--- src/hdl/dfcd_pkg.sv ---
// Shared types and constants for the delta frame command decoder.
// Used by the front parser, the command queue, the back end and the top level.
package dfcd_pkg;

   localparam int ADDR_BITS_DEFAULT   = 16;
   localparam int QUEUE_DEPTH_DEFAULT = 4;

   // Command kinds as they appear on the result channel.
   localparam logic [1:0] KIND_LITERAL = 2'd0;
   localparam logic [1:0] KIND_FILL    = 2'd1;
   localparam logic [1:0] KIND_COPY    = 2'd2;
   localparam logic [1:0] KIND_END     = 2'd3;

   localparam logic [7:0] COPY_ESCAPE_HI = 8'hff;

   // One classified command. A command with emit low only moves the pointer.
   typedef struct packed {
      logic       emit;
      logic [1:0] kind;
      logic [7:0] count;
      logic [7:0] value;
      logic [15:0] src;
   } cmd_entry_type;

endpackage

--- src/hdl/dfcd_front.sv ---
// Front end of the delta frame command decoder: parses the byte stream and
// classifies it into commands. Depends on dfcd_pkg.
module dfcd_front (
   input  logic                   clock,
   input  logic                   reset,
   input  logic                   accept,
   input  logic [7:0]             stream_byte,
   output logic                   enq_valid,
   output dfcd_pkg::cmd_entry_type enq_entry
);
   import dfcd_pkg::*;

   localparam logic [3:0] PH_HDR0       = 4'd0;
   localparam logic [3:0] PH_HDR1       = 4'd1;
   localparam logic [3:0] PH_HDR2       = 4'd2;
   localparam logic [3:0] PH_CMD        = 4'd3;
   localparam logic [3:0] PH_FILL_COUNT = 4'd4;
   localparam logic [3:0] PH_FILL_VALUE = 4'd5;
   localparam logic [3:0] PH_SKIP_COUNT = 4'd6;
   localparam logic [3:0] PH_COPY_HI    = 4'd7;
   localparam logic [3:0] PH_COPY_LO    = 4'd8;
   localparam logic [3:0] PH_COPY_COUNT = 4'd9;

   logic [3:0]  phase_ff, phase_in;
   logic [7:0]  fill_marker_ff, fill_marker_in;
   logic [7:0]  skip_marker_ff, skip_marker_in;
   logic [7:0]  copy_marker_ff, copy_marker_in;
   logic [7:0]  held_count_ff, held_count_in;
   logic [15:0] held_source_ff, held_source_in;
   logic        found;
   cmd_entry_type entry;

   always_comb begin
      phase_in       = phase_ff;
      fill_marker_in = fill_marker_ff;
      skip_marker_in = skip_marker_ff;
      copy_marker_in = copy_marker_ff;
      held_count_in  = held_count_ff;
      held_source_in = held_source_ff;
      found          = 1'b0;
      entry          = '0;
      case (phase_ff)
         PH_HDR1: begin
            skip_marker_in = stream_byte;
            phase_in       = PH_HDR2;
         end
         PH_HDR2: begin
            copy_marker_in = stream_byte;
            phase_in       = PH_CMD;
         end
         PH_CMD: begin
            // Marker checks run in priority order: fill, skip, copy.
            if (stream_byte == fill_marker_ff) begin
               phase_in = PH_FILL_COUNT;
            end else if (stream_byte == skip_marker_ff) begin
               phase_in = PH_SKIP_COUNT;
            end else if (stream_byte == copy_marker_ff) begin
               phase_in = PH_COPY_HI;
            end else begin
               found       = 1'b1;
               entry.emit  = 1'b1;
               entry.kind  = KIND_LITERAL;
               entry.count = 8'd1;
               entry.value = stream_byte;
            end
         end
         PH_FILL_COUNT: begin
            if (stream_byte == 8'd0) begin
               found      = 1'b1;
               entry.emit = 1'b1;
               entry.kind = KIND_END;
               phase_in   = PH_HDR0;
            end else begin
               held_count_in = stream_byte;
               phase_in      = PH_FILL_VALUE;
            end
         end
         PH_FILL_VALUE: begin
            found       = 1'b1;
            entry.emit  = 1'b1;
            entry.kind  = KIND_FILL;
            entry.count = held_count_ff;
            entry.value = stream_byte;
            phase_in    = PH_CMD;
         end
         PH_SKIP_COUNT: begin
            found    = 1'b1;
            phase_in = PH_CMD;
            if (stream_byte == 8'd0) begin
               // A zero skip writes the skip marker itself.
               entry.emit  = 1'b1;
               entry.kind  = KIND_LITERAL;
               entry.count = 8'd1;
               entry.value = skip_marker_ff;
            end else begin
               entry.emit  = 1'b0;
               entry.count = stream_byte;
            end
         end
         PH_COPY_HI: begin
            if (stream_byte == COPY_ESCAPE_HI) begin
               found       = 1'b1;
               entry.emit  = 1'b1;
               entry.kind  = KIND_LITERAL;
               entry.count = 8'd1;
               entry.value = copy_marker_ff;
               phase_in    = PH_CMD;
            end else begin
               held_source_in = {stream_byte, 8'd0};
               phase_in       = PH_COPY_LO;
            end
         end
         PH_COPY_LO: begin
            held_source_in = {held_source_ff[15:8], stream_byte};
            phase_in       = PH_COPY_COUNT;
         end
         PH_COPY_COUNT: begin
            phase_in = PH_CMD;
            if (stream_byte != 8'd0) begin
               found       = 1'b1;
               entry.emit  = 1'b1;
               entry.kind  = KIND_COPY;
               entry.count = stream_byte;
               entry.src   = held_source_ff;
            end
         end
         default: begin
            fill_marker_in = stream_byte;
            phase_in       = PH_HDR1;
         end
      endcase
   end

   assign enq_valid = accept & found;
   assign enq_entry = entry;

   always_ff @(posedge clock) begin
      if (reset) begin
         phase_ff       <= PH_HDR0;
         fill_marker_ff <= 8'd0;
         skip_marker_ff <= 8'd0;
         copy_marker_ff <= 8'd0;
         held_count_ff  <= 8'd0;
         held_source_ff <= 16'd0;
      end else if (accept) begin
         phase_ff       <= phase_in;
         fill_marker_ff <= fill_marker_in;
         skip_marker_ff <= skip_marker_in;
         copy_marker_ff <= copy_marker_in;
         held_count_ff  <= held_count_in;
         held_source_ff <= held_source_in;
      end
   end

   a_header_done: assert property (@(posedge clock) disable iff (reset)
      accept && phase_ff == PH_HDR2 |=> phase_ff == PH_CMD)
      else $error("parser did not enter command phase after the header");

   a_end_restarts: assert property (@(posedge clock) disable iff (reset)
      enq_valid && enq_entry.kind == KIND_END && enq_entry.emit |=> phase_ff == PH_HDR0)
      else $error("end of frame did not return the parser to the header");

endmodule

--- src/hdl/dfcd_queue.sv ---
// Short command queue between the parser and the back end.
// Depends on dfcd_pkg for the command type.
module dfcd_queue #(
   parameter int DEPTH = dfcd_pkg::QUEUE_DEPTH_DEFAULT
) (
   input  logic                   clock,
   input  logic                   reset,
   input  logic                   push_valid,
   input  dfcd_pkg::cmd_entry_type push_entry,
   output logic                   full,
   output logic                   head_valid,
   output dfcd_pkg::cmd_entry_type head_entry,
   input  logic                   pop_en
);
   import dfcd_pkg::*;

   localparam int IdxW = (DEPTH > 1) ? $clog2(DEPTH) : 1;
   localparam int CntW = $clog2(DEPTH + 1);

   cmd_entry_type entries_ff [DEPTH];
   logic [IdxW-1:0] wr_ptr_ff, wr_ptr_in;
   logic [IdxW-1:0] rd_ptr_ff, rd_ptr_in;
   logic [CntW-1:0] count_ff, count_in;
   logic            do_push, do_pop;

   assign full       = (count_ff == CntW'(DEPTH));
   assign head_valid = (count_ff != '0);
   assign head_entry = entries_ff[rd_ptr_ff];
   assign do_push    = push_valid & ~full;
   assign do_pop     = pop_en & head_valid;

   always_comb begin
      wr_ptr_in = wr_ptr_ff;
      rd_ptr_in = rd_ptr_ff;
      count_in  = count_ff;
      if (do_push) begin
         wr_ptr_in = (wr_ptr_ff == IdxW'(DEPTH - 1)) ? '0 : wr_ptr_ff + 1'b1;
      end
      if (do_pop) begin
         rd_ptr_in = (rd_ptr_ff == IdxW'(DEPTH - 1)) ? '0 : rd_ptr_ff + 1'b1;
      end
      if (do_push && !do_pop) begin
         count_in = count_ff + 1'b1;
      end else if (do_pop && !do_push) begin
         count_in = count_ff - 1'b1;
      end
   end

   always_ff @(posedge clock) begin
      if (reset) begin
         wr_ptr_ff <= '0;
         rd_ptr_ff <= '0;
         count_ff  <= '0;
      end else begin
         wr_ptr_ff <= wr_ptr_in;
         rd_ptr_ff <= rd_ptr_in;
         count_ff  <= count_in;
      end
   end

   always_ff @(posedge clock) begin
      if (do_push) begin
         entries_ff[wr_ptr_ff] <= push_entry;
      end
   end

   a_count_bound: assert property (@(posedge clock) disable iff (reset)
      count_ff <= CntW'(DEPTH))
      else $error("queue fill count exceeds its depth");

   a_no_overflow: assert property (@(posedge clock) disable iff (reset)
      !(push_valid && full))
      else $error("command offered to a full queue");

endmodule

--- src/hdl/dfcd_back.sv ---
// Back end of the delta frame command decoder: owns the frame write pointer,
// turns queued commands into results and holds them in the output register.
// Depends on dfcd_pkg.
module dfcd_back #(
   parameter int ADDR_BITS = dfcd_pkg::ADDR_BITS_DEFAULT
) (
   input  logic                   clock,
   input  logic                   reset,
   input  logic                   head_valid,
   input  dfcd_pkg::cmd_entry_type head_entry,
   output logic                   pop_en,
   output logic                   out_valid,
   input  logic                   out_taken,
   output logic [1:0]             out_kind,
   output logic [15:0]            out_dest,
   output logic [7:0]             out_len,
   output logic [7:0]             out_value,
   output logic [15:0]            out_src
);
   import dfcd_pkg::*;

   localparam logic [15:0] SRC_MASK = 16'((32'd1 << ADDR_BITS) - 32'd1);

   logic [ADDR_BITS-1:0] pointer_ff, pointer_in;
   logic                 valid_ff, valid_in;
   logic [1:0]           kind_ff;
   logic [15:0]          dest_ff;
   logic [7:0]           len_ff;
   logic [7:0]           value_ff;
   logic [15:0]          src_ff;
   logic                 slot_free;
   logic                 load;

   // A pointer-only command needs no room in the output register.
   assign slot_free = ~valid_ff | out_taken;
   assign pop_en    = head_valid & (~head_entry.emit | slot_free);
   assign load      = pop_en & head_entry.emit;

   always_comb begin
      pointer_in = pointer_ff;
      valid_in   = valid_ff & ~out_taken;
      if (pop_en) begin
         if (head_entry.emit && head_entry.kind == KIND_END) begin
            pointer_in = '0;
         end else begin
            pointer_in = pointer_ff + ADDR_BITS'(head_entry.count);
         end
      end
      if (load) begin
         valid_in = 1'b1;
      end
   end

   always_ff @(posedge clock) begin
      if (reset) begin
         pointer_ff <= '0;
         valid_ff   <= 1'b0;
      end else begin
         pointer_ff <= pointer_in;
         valid_ff   <= valid_in;
      end
   end

   always_ff @(posedge clock) begin
      if (load) begin
         kind_ff  <= head_entry.kind;
         dest_ff  <= 16'(pointer_ff);
         len_ff   <= head_entry.count;
         value_ff <= head_entry.value;
         src_ff   <= head_entry.src & SRC_MASK;
      end
   end

   assign out_valid = valid_ff;
   assign out_kind  = kind_ff;
   assign out_dest  = dest_ff;
   assign out_len   = len_ff;
   assign out_value = value_ff;
   assign out_src   = src_ff;

   a_end_clears_pointer: assert property (@(posedge clock) disable iff (reset)
      load && head_entry.kind == KIND_END |=> pointer_ff == '0)
      else $error("write pointer not cleared after end of frame");

   a_no_overwrite: assert property (@(posedge clock) disable iff (reset)
      load |-> !valid_ff || out_taken)
      else $error("result register loaded while still holding a result");

endmodule

--- src/hdl/delta_frame_command_decoder_core.sv ---
// The decoder takes one compressed byte per cycle while the queue is not full
// and gives at most one frame-buffer command per byte. A request is taken
// whenever the command queue has room, so with the result side popping freely
// it runs at one byte per clock. A command enters the queue when its last byte
// is taken and is then loaded from the queue head into the output register,
// which drives the result ports, once that register is free. Every queued
// command, including a skip that only moves the pointer and gives no result,
// passes through the back end for its pointer update. The queue depth
// (QUEUE_DEPTH) sets how many commands can build up behind a held result while
// pop is low; full then rises and holds off every request, even one that would
// give no command, until a pop makes room. Depends on dfcd_pkg and the front,
// queue and back modules.
module delta_frame_command_decoder_core #(
   parameter int ADDR_BITS   = dfcd_pkg::ADDR_BITS_DEFAULT,
   parameter int QUEUE_DEPTH = dfcd_pkg::QUEUE_DEPTH_DEFAULT
) (
   input  logic        clock,
   input  logic        reset,
   input  logic        push,
   output logic        full,
   input  logic [7:0]  req_stream_byte,
   output logic        empty,
   input  logic        pop,
   output logic [1:0]  rsp_cmd_kind,
   output logic [15:0] rsp_dest_addr,
   output logic [7:0]  rsp_run_length,
   output logic [7:0]  rsp_fill_value,
   output logic [15:0] rsp_src_addr
);
   import dfcd_pkg::*;

   logic          accept;
   logic          enq_valid;
   cmd_entry_type enq_entry;
   logic          head_valid;
   cmd_entry_type head_entry;
   logic          pop_en;
   logic          out_valid;

   assign accept = push & ~full;
   assign empty  = ~out_valid;

   dfcd_front u_front (
      .clock       (clock),
      .reset       (reset),
      .accept      (accept),
      .stream_byte (req_stream_byte),
      .enq_valid   (enq_valid),
      .enq_entry   (enq_entry)
   );

   dfcd_queue #(
      .DEPTH (QUEUE_DEPTH)
   ) u_queue (
      .clock      (clock),
      .reset      (reset),
      .push_valid (enq_valid),
      .push_entry (enq_entry),
      .full       (full),
      .head_valid (head_valid),
      .head_entry (head_entry),
      .pop_en     (pop_en)
   );

   dfcd_back #(
      .ADDR_BITS (ADDR_BITS)
   ) u_back (
      .clock      (clock),
      .reset      (reset),
      .head_valid (head_valid),
      .head_entry (head_entry),
      .pop_en     (pop_en),
      .out_valid  (out_valid),
      .out_taken  (pop),
      .out_kind   (rsp_cmd_kind),
      .out_dest   (rsp_dest_addr),
      .out_len    (rsp_run_length),
      .out_value  (rsp_fill_value),
      .out_src    (rsp_src_addr)
   );

endmodule

--- config.mk ---
export PLATFORM = sky130hd
export DESIGN_NAME = delta_frame_command_decoder_core
export DESIGN_NICKNAME = d
export VERILOG_FILES = /design/src/hdl/dfcd_pkg.sv /design/src/hdl/dfcd_front.sv /design/src/hdl/dfcd_queue.sv /design/src/hdl/dfcd_back.sv /design/src/hdl/delta_frame_command_decoder_core.sv
export SDC_FILE = /design/constraint.sdc
export NUM_CORES = 1
export LEC_CHECK = 0
export ABC_AREA = 1
export BUFFER_PORTS_ARGS = -buffer_cell sky130_fd_sc_hd__buf_2
export CAP_MARGIN = 10
export CORE_MARGIN = 10
export CORE_UTILIZATION = 55
export CTS_BUF_LIST = sky130_fd_sc_hd__clkbuf_8
export DETAILED_ROUTE_END_ITERATION = 7
export PLACE_DENSITY = 0.73
export SETUP_SLACK_MARGIN = 0.5
export SYNTH_ARGS = -nofsm -noshare
export SYNTH_HDL_FRONTEND = slang
export SYNTH_SLANG_ARGS = --single-unit
--- constraint.sdc ---
create_clock -name clock -period 9.8 [get_ports clock]
set_input_delay 0.98 -clock clock [delete_from_list [all_inputs] [get_ports clock]]
set_output_delay 0.98 -clock clock [all_outputs]
set_load 0.05 [all_outputs]
==> qor.csv, run 1 <==
metric,value,unit
Die Y,163,um
First-pass DRT Iterations,5,
"commonest non-fill, non-tap cell in the layout",edfxtp_1,
post-CTS setup buffers,0,
post-route cell area,12700,um2
headroom to the max-slew limit,0.267,
crit end category,flop,
Crit path required time,9.96,ns
Synth cell types,45,
CP Buf/Inv Count,5,
Min-Delay Startpoint,u_front.held_count_ff[5]$_SDFFE_PP0P_,
most frequent cells in the layout,"edfxtp_1 (190), nand2_1 (165), nor2_1 (142)",
"Setup violations, final",0,
Setup TNS,0,ns
initial drt markers,827,
Skew-Pair Late Insertion Delay,0.57,ns
number of diodes,0,
total DRC errors in the routed layout,0,
Clock Skew,0.0372,ns
Fin. Hold Viols,0,
Final GP Congestion,0.886,
ys flop type,edfxtp_1,
first-pass GRT wire length,38.9,mm
RSZ-0062 raised after global routing,no,
sequential cell area fraction in the yosys report,0.644,
I/O pin total,64,
PortBufs,63,
core area,20200,um2
Synth async-reset ratio,0,
Slew @ Worst Pin,1.10,ns
CP max FO,71,
Gate Count Post-Synth,1059,
syn nets,1087,
number of antenna violations at the first check in global routing,0,
max-slew violations,0,
Max Clk Rate,262,MHz
worst hold endpoint,u_front.held_count_ff[5]$_SDFFE_PP0P_,
CTS tree,yes,
Synth Cell Area,11300,um2
total CTS buffers,43,
status,"complete, no violations",
overall power,3.59,mW
fin crit share,0.390,
nets,1157,
Die W,163,um
type of origin of the critical path,flop,
GRT Total Usage,0.184,
CP arrival,3.98,ns
row count,52,
"Avg Cell Area, Syn",10.6,um2
HP Class,flop to flop,
CP dominant cell by count,nand2_1,
vias in the first global route,7291,
"Area growth, synth to finish",12.4,%
Via-to-Cell Ratio,5.41,
largest buffer count on any clock path,3,
# hold bufs at CTS,0,
max_cap viols,0,
Peak supply drop,0.000174,V
dpl hpwl,15.4,mm
"Reg clk slew, reported paths",0.06,ns
CTS sink count,268,
placed instance area,11800,um2
Leakage,4.71,nW
Starting Density,0.557,
Worst Hold Depth,2,
post-layout minimum cycle time,3.82,ns
fraction of layout cells with a size suffix above 1,0.173,
Ys Warns,0,
Routed WL,24.5,mm
worst path cell trace,buf_4 > inv_2 > buf_4 > nand2_1 > nand2_1 > nand2_1 > o21ai_2 > nand2_1 > nand2_2 > inv_2 > nand2_1 > inv_2,
slowest cell on the critical path,inv_2,
H-tree Lvls,2,
Power Density,283,nW/um2
largest net degree at the start of global routing,72,
WS Path Type,flop to flop,
"EDFF count, synth",190,
Max stage delay on crit path,0.78,ns
worst reg2reg endpoint,u_back.out_src[1]$_DFFE_PP_,
CP top delay family,buffers and inverters,
routed vias,7757,
"FF+latch count, synth",268,
fillers,1606,
FF-to-FF setup slack,5.98,ns
Worst R2R Path Depth,12,
die area,26600,um2
post-DR wirelength/cell,17.1,um
post-route ant nets,0,
gr ovfl total,0,
Post-CTS Resized,0,
CTS root buf,clkbuf_8,
==> cells in the mapped netlist, drive strengths merged, types with 2 or more instances <==
library cell,instances,area share
buf,19,0.011
nand3,28,0.014
clkbuf,26,0.0087
nand4,4,0.0062
o211ai,2,0.0018
dfxtp,78,0.14
o21ai,123,0.057
xnor2,2,0.0016
ha,14,0.016
nand3b,2,0.0013
a21oi,69,0.031
fa,2,0.0036
inv,94,0.033
nor2,161,0.062
o221ai,8,0.0062
o22ai,41,0.024
edfxtp,190,0.51
nand2,177,0.063
a31oi,2,0.0024
xor2,6,0.0047
nor3,6,0.0055
a21o,2,0.0013
==> where the power goes <==
part           total, mW  switching [mW]  internal, mW
Combinational       1.16           0.888         0.270
Sequential          1.47          0.0592          1.41
Clock              0.960           0.432         0.528
Total               3.59            1.38          2.21
==> cell type report <==
class                   count  area, um2  share of cell area
flip-flops and latches    268       7270               0.573
multi-input cells         651       3450               0.272
clock buffers              47        647              0.0510
inverters                  95        378              0.0298
repair buffers             70        368              0.0290
well taps                 270        338              0.0267
clock inverters            32        230              0.0182
==> metrics by stage <==
step / std cells / util / setup WS, ns / hold slack, ns
after CTS: 1433 / 0.626 / 5.93 / 0.455
after global routing: 1433 / 0.626 / 5.68 / 0.477
final: 1433 / 0.626 / 5.98 / 0.455
after global placement: 1354 / 0.583 / 6.07 / 0.439
after floorplan: 1059 / - / 6.01 / 0.425
after detailed placement: 1354 / 0.583 / 5.95 / 0.445
==> state kept, by name (all words and copies together), names as in the netlist, named ones only <==
name                    flops
u_back.out_dest            16
u_back.out_kind             2
u_back.out_len              8
u_back.out_src             16
u_back.out_valid            1
u_back.out_value            8
u_back.pointer_ff          16
u_front.copy_marker_ff      8
u_front.fill_marker_ff      8
u_front.held_count_ff       8
u_front.held_source_ff     16
u_front.phase_ff            4
u_front.skip_marker_ff      8
u_queue.count_ff            3
u_queue.entries_ff        140
u_queue.rd_ptr_ff           2
u_queue.wr_ptr_ff           2
==> how the worst max path moves through the flow <==
stage,to,slack [ns],depth (start not counted)
after floorplan,u_queue.entries_ff[3][0]$_DFFE_PP_,6.01,10
after global placement,u_back.out_value[0]$_DFFE_PP_,6.07,12
after detailed placement,u_back.out_src[15]$_DFFE_PP_,5.95,12
after CTS,u_back.out_src[1]$_DFFE_PP_,5.93,12
after global routing,u_back.out_src[1]$_DFFE_PP_,5.68,12
final,u_back.out_src[1]$_DFFE_PP_,5.98,12
==> routing by layer <==
metal | vias up | GRT usage | wire (um)
li1 | 3799 | - | -
met1 | 3643 | 0.248 | 10500
met2 | 276 | 0.293 | 11800
met3 | 39 | 0.0352 | 1810
met4 | 0 | 0.0582 | 449
met5 | - | 0 | 0
==> tightest hold or removal path, cell delays in order (launching register included) <==
cell and delay (ns):
dfxtp_1 0.30, inv_1 0.06, a21oi_1 0.05
==> kinds of logic after synthesis <==
family | share of synthesized area
simple gates | 0.153
buf+inv | 0.0527
compound gates | 0.125
fa+ha+maj | 0.0191
flops | 0.644
xor+xnor | 0.00621
Note: power is estimated with default switching activity, not from simulation.
==> run 2, diff against run 1 <==
Settings changed: ABC_AREA 1 to 0.
Clock period 9.8 ns to 3.8 ns, I/O delays scaled along.
==> run 2 against run 1 <==
Against the previous run:
- flip-flop and latch count unchanged
- global-route usage decreased by 1.0 points
- first-iteration DRC count decreased by 34%
- utilization increased by 0.25 points
- largest cell class unchanged
- final area decreased by 3.7%
==> qor.csv, run 2 <==
metric,value,unit,change
vias in the first global route,6636,,-9.0%
total CTS buffers,43,,unchanged
CP Buf/Inv Count,0,,-5
"commonest non-fill, non-tap cell in the layout",edfxtp_1,,
routed vias,6574,,-15%
CTS sink count,268,,unchanged
most frequent cells in the layout,"edfxtp_1 (190), nor2_1 (103), dfxtp_1 (76)",,
GRT Total Usage,0.173,,-0.0103
Power Density,687,nW/um2,+140%
share of the synthesized area in the top cell type,0.526,,+0.0206
Fin. Hold Viols,0,,unchanged
largest net degree at the start of global routing,40,,-44%
crit end category,flop,,
largest buffer count on any clock path,3,,unchanged
post-CTS setup buffers,0,,unchanged
syn nets,815,,-25%
post-route ant nets,0,,unchanged
Peak supply drop,0.000310,V,+78%
gr ovfl total,0,,unchanged
initial drt markers,545,,-34%
list of most frequent post-synthesis cells,"edfxtp_1 (190), nor2_1 (103), dfxtp_1 (78)",,
slowest cell on the critical path,mux4_2,,
nets,888,,-23%
Crit path required time,4.22,ns,-5.74 ns
RSZ-0062 raised after global routing,no,,
fraction of layout cells with a size suffix above 1,0.204,,+0.0316
Max stage delay on crit path,0.61,ns,-0.17 ns
# hold bufs at CTS,0,,unchanged
I/O pin total,64,,unchanged
post-layout minimum cycle time,3.05,ns,-0.770 ns
Routed WL,22.6,mm,-7.7%
Leakage,4.49,nW,-4.7%
most numerous cell in the Yosys netlist,edfxtp_1,,
setup ws final,0.751,ns,-5.23 ns
CP arrival,3.47,ns,-0.51 ns
"Setup violations, final",0,,unchanged
total DRC errors in the routed layout,0,,unchanged
H-tree Lvls,2,,unchanged
Final Util,0.629,,+0.00255
Starting Density,0.559,,+0.00131
CTS root buf,clkbuf_8,,
Final GP Congestion,0.927,,+4.5%
Gate Count Post-Synth,787,,-26%
first-pass GRT wire length,35.8,mm,-7.8%
"Avg Cell Area, Syn",13.8,um2,+29%
Synth area leaders,"edfxtp_1 (53%), dfxtp_1 (14%), mux4_2 (7.3%), nor2_1 (3.6%), a21oi_1 (3.0%)",,
number of diodes,0,,unchanged
max_cap viols,0,,unchanged
post-DR wirelength/cell,19.5,um,+14%
CP top delay family,compound AO/OA/AOI/OAI gates,,
First-pass DRT Iterations,5,,unchanged
Ys Warns,0,,unchanged
core area,19400,um2,-4.1%
"Area growth, synth to finish",12.6,%,
HP Class,input pin to flop,,
type of origin of the critical path,flop,,
Clock Skew,0.0181,ns,-0.0191 ns
dpl hpwl,14.8,mm,-4.1%
Setup TNS,0,ns,unchanged
row count,51,,-1.9%
"area leader, netlist",edfxtp_1,,
WS Path Type,flop to flop,,
Die Y,160,um,-1.7%
CP max FO,9,,-87%
fin crit share,0.802,,+0.413
PortBufs,63,,unchanged
pre-CTS WS,0.419,ns,-5.53 ns
"EDFF count, synth",190,,unchanged
ys flop type,edfxtp_1,,
Die W,160,um,-1.7%
Max Clk Rate,328,MHz,+25%
Synth async-reset ratio,0,,unchanged
headroom to the max-slew limit,0.375,,+0.109
status,"complete, no violations",,
max-slew violations,0,,unchanged
"Reg clk slew, reported paths",0.06,ns,about the same
die area,25700,um2,-3.4%
Biggest register,u_queue.entries_ff,,
Slew @ Worst Pin,0.932,ns,-0.165 ns
Synth cell types,52,,+16%
overall power,8.38,mW,+130%
sequential cell area fraction in the yosys report,0.671,,+0.0262
worst path cell trace,mux4_2 > ha_1 > a21o_1 > a21oi_1 > o21ai_0 > a31oi_1 > or4_1 > nand2_1,,
Synth Cell Area,10800,um2,-3.9%
number of antenna violations at the first check in global routing,0,,unchanged
Via-to-Cell Ratio,5.67,,+4.7%
max reg flops,140,,unchanged
CTS tree,yes,,
"FF+latch count, synth",268,,unchanged
Skew-Pair Late Insertion Delay,0.54,ns,-0.03 ns
==> run 2: repair_timing <==
action | CTS | global route
endpoints found under the setup margin | 0 | 1
hold endpoints to repair | 0 | 0
resized for setup | 0 | 3
==> run 2: area by class of cell <==
class | instances | area [um2]
inverters | 16 | 60.1
multi-input cells | 456 | 3310
flip-flops and latches | 268 | 7270
fillers | 1504 | 7200
repair buffers | 75 | 455
clock buffers | 45 | 619
well taps | 265 | 332
clock inverters | 35 | 153
==> run 2: kinds of logic (layout without fill, tap and decap cells) <==
kind of cell | count (synthesis) | after routing | synth area share
fa+ha+maj | 16 | 16 | 0.0199
simple gates | 229 | 229 | 0.101
mux | 38 | 38 | 0.0760
buf+inv | 63 | 171 | 0.0253
xor+xnor | 36 | 36 | 0.0291
compound gates | 137 | 137 | 0.0782
flops | 268 | 268 | 0.671
==> run 2: path summary, 6_finish.rpt <==
check | startpoint | slack (ns) | end | depth (start not counted)
max reg2reg | flop | 0.75 | u_back.pointer_ff[13]$_SDFFE_PP0P_ | 8
max | flop | 0.75 | u_back.pointer_ff[13]$_SDFFE_PP0P_ | 8
min | req_stream_byte[4] | 0.23 | u_front.held_source_ff[4]$_SDFFE_PP0P_ | 3
min reg2reg | u_back.pointer_ff[15]$_SDFFE_PP0P_ | 0.46 | u_back.out_dest[15]$_DFFE_PP_ | 0
==> run 2: through the flow <==
step	hold slack (ns)	std cells	cell area (um2)
2_1_floorplan	0.422	787	10800
3_3_place_gp	0.439	1080	11400
3_5_place_dp	0.444	1080	11400
4_1_cts	0.209	1160	12200
5_1_grt	0.223	1160	12200
6_report	0.234	1160	12200
==> run 2: report_power, final <==
part           switching (mW)  leakage [nW]  internal [mW]  total (mW)
sequential              0.189          2.49           3.56        3.75
clock                    1.07         0.463           1.11        2.17
combinational            1.73          1.54          0.721        2.45
==> run 2: worst register-to-register path, stage by stage (launching register included) <==
cell	delay, ns
dfxtp_2	0.52
mux4_2	0.62
ha_1	0.32
a21o_1	0.17
a21oi_1	0.29
o21ai_0	0.20
a31oi_1	0.54
or4_1	0.22
nand2_1	0.06
==> run 2: per-layer routing <==
layer,part of all wire,GRT usage,up-vias,wire length [um]
met5,0,0,-,0
met4,0.012,0.0501,0,273
met3,0.065,0.0450,23,1470
met2,0.49,0.279,212,11000
met1,0.44,0.228,3265,9870
li1,-,-,3074,-
